--- src/rtl/ecp_pkg.sv ---
// Shared types for the informed-sampling ellipse pipeline.
// Used by ecp_div_step and ellipse_covariance_from_path_core; depends on nothing.
package ecp_pkg;

	// One quotient bit per divider stage; in the short-path case the quotient fits in 64 bits.
	localparam int unsigned DivSteps = 64;

	typedef logic [64:0] divisor_t;

	// Partial remainder and the numerator bits not yet consumed, which the
	// quotient bits replace from the right as the word moves down the divider.
	typedef struct packed {
		logic [64:0] rem;
		logic [63:0] nq;
	} div_state_t;

	// Everything that rides alongside the divider lanes.
	typedef struct packed {
		logic signed [31:0] center_x;
		logic signed [31:0] center_y;
		logic [63:0]        vxx;
		logic [63:0]        vyy;
		logic [63:0]        vxy;
		divisor_t           c2;
		logic               shortp;
		logic               neg;
	} side_t;

endpackage

--- src/rtl/ecp_div_step.sv ---
// One registered step of the restoring divider: produces one quotient bit.
// Depends on ecp_pkg.
module ecp_div_step (
	input  logic                 clk,
	input  logic                 en,
	input  ecp_pkg::divisor_t    d,
	input  ecp_pkg::div_state_t  st_in,
	output ecp_pkg::div_state_t  st_s
);

	logic [65:0] trial;
	logic [65:0] diff;
	logic        ge;

	always_comb begin
		trial = {st_in.rem, st_in.nq[63]};
		diff  = trial - {1'b0, d};
		ge    = trial >= {1'b0, d};
	end

	// While the seed remainder is below the divisor, the remainder stays below it, so 65 bits hold it.
	always_ff @(posedge clk) begin
		if (en) begin
			st_s.rem <= ge ? diff[64:0] : trial[64:0];
			st_s.nq  <= {st_in.nq[62:0], ge};
		end
	end

endmodule

--- config.mk ---
export PLATFORM = sky130hd
export DESIGN_NAME = ecp_div_step
export DESIGN_NICKNAME = d
export VERILOG_FILES = /design/src/rtl/ecp_pkg.sv /design/src/rtl/ecp_div_step.sv
export SDC_FILE = /design/constraint.sdc
export NUM_CORES = 1
export LEC_CHECK = 0
export BUFFER_PORTS_ARGS = -buffer_cell sky130_fd_sc_hd__buf_4
export CAP_MARGIN = 20
export CORE_MARGIN = 2
export CORE_UTILIZATION = 47
export CTS_BUF_LIST = sky130_fd_sc_hd__clkbuf_2 sky130_fd_sc_hd__clkbuf_4 sky130_fd_sc_hd__clkbuf_8
export CTS_CLUSTER_DIAMETER = 120
export DETAILED_ROUTE_END_ITERATION = 8
export PLACE_DENSITY = 0.88
export SYNTH_ARGS = -nofsm -noshare
export SYNTH_HDL_FRONTEND = slang
export SYNTH_SLANG_ARGS = --single-unit
export TNS_END_PERCENT = 5
--- constraint.sdc ---
create_clock -name clk -period 4 [get_ports clk]
set_clock_uncertainty 0.15 [all_clocks]
set_input_delay 0.6 -clock clk [delete_from_list [all_inputs] [get_ports clk]]
set_output_delay 0.6 -clock clk [all_outputs]
set_load 0.005 [all_outputs]
==> results.md <==
Min path:
- The startpoint identified for the worst hold timing path is st_in[30].
- The path class of the tightest hold or removal check is primary input to flip-flop.

Logic synthesis:
- Averaged over all synthesized cells, the footprint is 10.2 um2.
- The share of synthesized area in the top cell type comes to 0.419.
- The netlist uses 69 different library cells.
- Counting every instance in the synthesized netlist gives 911.
- The number of nets produced by synthesis is 1173.
- After synthesis the cells add up to 9250 um2.
- For this run, the leading register cell type out of synthesis is edfxtp_1.
- The library cell with the largest summed area after synthesis is edfxtp_1.
- Of the synthesized area, sequential elements account for 0.419.
- By area the synthesized netlist is led by edfxtp_1 42%, ha_1 8.8%, mux2_4 6.2%.
- The register bit count reported by yosys is 129.
- The number of synthesis warnings is 0.
- The number of enable flip-flop cells after synthesis is 129.
- In the synthesized netlist the async set-or-reset flop fraction comes to 0.

Route:
- The DRC violations left is 0.
- For this run, the detailed router's first-pass iteration total came to 7.
- After detailed routing, the number of vias per cell comes to 5.46.
- The routed wire length is 28400 um.
- After detailed routing, the average wire length per cell comes to 18.2 um.
- In this run the remaining antenna-violating nets after routing total 0.
- In this run, the number of DRC markers left after iteration 0 of detailed routing was 583.
- The detailed-route via count is 8499.

Job:
- The reported max-cap violation count is 0.

Cells and area:
- The post-route cell area is 12700 um2.
- After filler insertion, the fill cell instance count of the layout stands at 1587.
- Counting flops per register, the top entry is st_s.
- 0 antenna diodes ended up in the layout.
- The share of post-route cells with drive strength above 1 is 0.376.
- The largest registers in the layout are st_s: 129 flops.
- Registers take 3870 um2.
- The net count reported at finish is 1542.
- Summing all multi-input logic gate instances after layout gives 4780 um2.
- The flip-flop count of the largest register after layout is 129.
- The area growth from synthesis to layout is 37.6%.

Floorplan:
- The starting density of the core is 0.477.
- The row count is 51.
- The chip width is 144 um.
- The floorplan die height is 144 um.
- The area inside the core boundary is 19400 um2.
- In this run the count of I/O pins placed on the die edge is 325.
- The die area is 20800 um2.

Placed design:
- The final weighted congestion in routability-driven placement is 0.958.
- Once placement finished, the instance area stood at 12300 um2.
- Timing analysis after detailed placement gives a worst setup slack of -0.226 ns.
- Input and output buffers added on the ports amount to 324.
- The wire-length estimate of the detail-placed layout is 22800 um.

Setup path:
- At the worst endpoint, the required time is 4.05 ns.
- The nature of the critical path endpoint is a flip-flop.
- In this run the worst setup path begins at st_in[63].
- The worst setup path is of the primary input to flip-flop kind.
- The worst setup path is launched from a primary input.
- The worst setup path endpoint is st_s[81].
- The maximum fanout along the worst path is 44.
- The endpoint arrival time on the critical path is 3.84 ns.

Clock network:
- The total of hold buffers inserted after clock tree synthesis is 0.
- Gates resized during post-CTS repair numbered 0.
- Post-CTS timing repair inserted 0 buffers for setup.
- The H-tree was split into 4 levels.
- TritonCTS built the clock tree.
- In this run, CTS created clock tree buffers numbering 17.
- The count of clock tree sinks is 129.
- The cell sitting at the root of the clock tree is a clkbuf_8.
- The maximum clock path buffer count is 2.
- Clock-pin slew was measured on the worst setup and hold paths at 0.08 ns.

STA:
- The number of endpoints failing setup at the final stage is 0.
- The number of pins exceeding their max-slew limit in the final report is 0.
- The number of hold violations in the final report is 0.
- The worst path setup slack after routing is 0.210 ns.
- The worst slew margin relative to its limit is 0.460.
- On the final layout, the worst hold slack is 0.175 ns.
- The clock period could shrink to 3.79 ns.
- Dividing the final minimum period by the clock period gives 0.947.
- The timing-limited maximum frequency is 264 MHz.
- Setup repair after global routing left no endpoint under its margin.
- For the pin with the worst max-slew slack, the measured transition is 0.810 ns.

Pwr:
- The total power density per cell area is 359 nW/um2.
- The share of total power dissipated in sequential elements is 0.386.
- The reported leakage power is 5.85 nW.
- Of the total power, the share spent switching nets is 0.307.
- For this design the total switching power over the nets is 1.40 mW.
- The part of the total power dissipated in combinational logic is 0.348.
- Overall power consumption after layout is estimated at 4.57 mW.
- The worst IR drop on VDD is 0.000191 V.
- The clock network fraction of total power is 0.266.
- The design internal power is 3.17 mW.

Global routing:
- The overall track demand over capacity in global routing is 0.264.
- For this run the aggregate overflow at the end of global routing stands at 0.
- The pin count of the biggest net entering global routing is 84.
- The wire length of the first global-routing pass is 42600 um.
- The number of global-route vias before repair is 8274.
- The number of antenna violations at the first check in global routing is 0.

Outcome:
- The flow ran to the end, and the final reports show no timing, DRC or antenna violations.
==> through the flow <==
stage	setup TNS (ns)	std cells	utilization
floorplan	0	911	-
global placement	-4.44	1526	0.634
detailed placement	-9.14	1526	0.634
CTS	0	1557	0.656
global route	0	1557	0.656
finish	0	1557	0.656
==> power by group through the flow <==
stage          registers (mW)  clock network [mW]  logic [mW]
6_report                 1.76                1.21        1.59
5_1_grt                  1.78                1.28        1.71
4_1_cts                  1.77                1.24        1.58
3_5_place_dp             1.79                   0        1.58
3_3_place_gp             1.79                   0        1.54
2_1_floorplan            1.80                   0       0.845
==> per-layer routing <==
metal / up-vias / GRT usage / share of wire
li1: 4095 / - / -
met5: - / 0 / 0
met4: 0 / 0.117 / 0.038
met2: 379 / 0.455 / 0.49
met1: 3955 / 0.323 / 0.39
met3: 70 / 0.0497 / 0.074
==> placed cells by master, fill, tap and decap left out, drive strengths merged, types with 9 or more instances in the layout <==
master,instances
a211oi,11
a21o,27
a21oi,91
and3,9
buf,392
clkbuf,17
edfxtp,129
ha,65
inv,93
mux2,43
nand2,53
nand3,12
nand4,23
nor2,42
nor3,20
o21a,12
o21ai,76
o21bai,17
o31ai,14
xnor2,39
xor2,17
==> cells in the mapped netlist, types with 9 or more instances <==
master and instances:
mux2_4 38, xor2_1 17, o21ai_0 74, nor2_1 42, xnor2_1 39, nor3_1 20
inv_1 88, o21bai_1 16, edfxtp_1 129, o31ai_1 12, nand4_1 23, clkbuf_1 31
a21oi_1 91, o21a_1 12, ha_1 65, and3_1 9, a21o_1 27, nand2_1 53
nand3_1 12
==> cell families (layout without fill, tap and decap cells) <==
kind of cell,after synthesis,in the layout,synth area share
flops,129,129,0.419
fa+ha+maj,66,66,0.0901
mux,46,46,0.0710
simple gates,193,193,0.104
compound gates,290,290,0.198
xor+xnor,56,56,0.0530
buf+inv,131,512,0.0645
==> worst min path at each step <==
stage / to / slack, ns / cells past startpoint
after global routing: st_s[42] / 0.14 / 1
after global placement: st_s[52] / 0.63 / 1
after CTS: st_s[24] / 0.14 / 1
after detailed placement: st_s[47] / 0.63 / 1
after floorplan: st_s[10] / 0.55 / 0
final: st_s[31] / 0.17 / 1
==> layout make-up <==
cell class | instances | area share
Sequential cell | 129 | 0.304
Tap cell | 265 | 0.0261
Timing Repair Buffer | 392 | 0.234
Multi-Input combinational cell | 651 | 0.376
Clock buffer | 17 | 0.0184
Inverter | 89 | 0.0272
Clock inverter | 14 | 0.0144
==> critical path, cell delays in order <==
cell and delay, ns:
buf_4 0.11, inv_1 0.05, ha_1 0.18, inv_1 0.06, fa_1 0.42, a211oi_2 0.30
o21bai_2 0.13, a22oi_2 0.19, o211ai_2 0.13, o311ai_2 0.34, and2_4 0.21, o31ai_4 0.08
a211oi_2 0.20, or2_1 0.20, buf_12 0.14, inv_12 0.07, mux2_4 0.35
(Power assumes the default switching activity.)
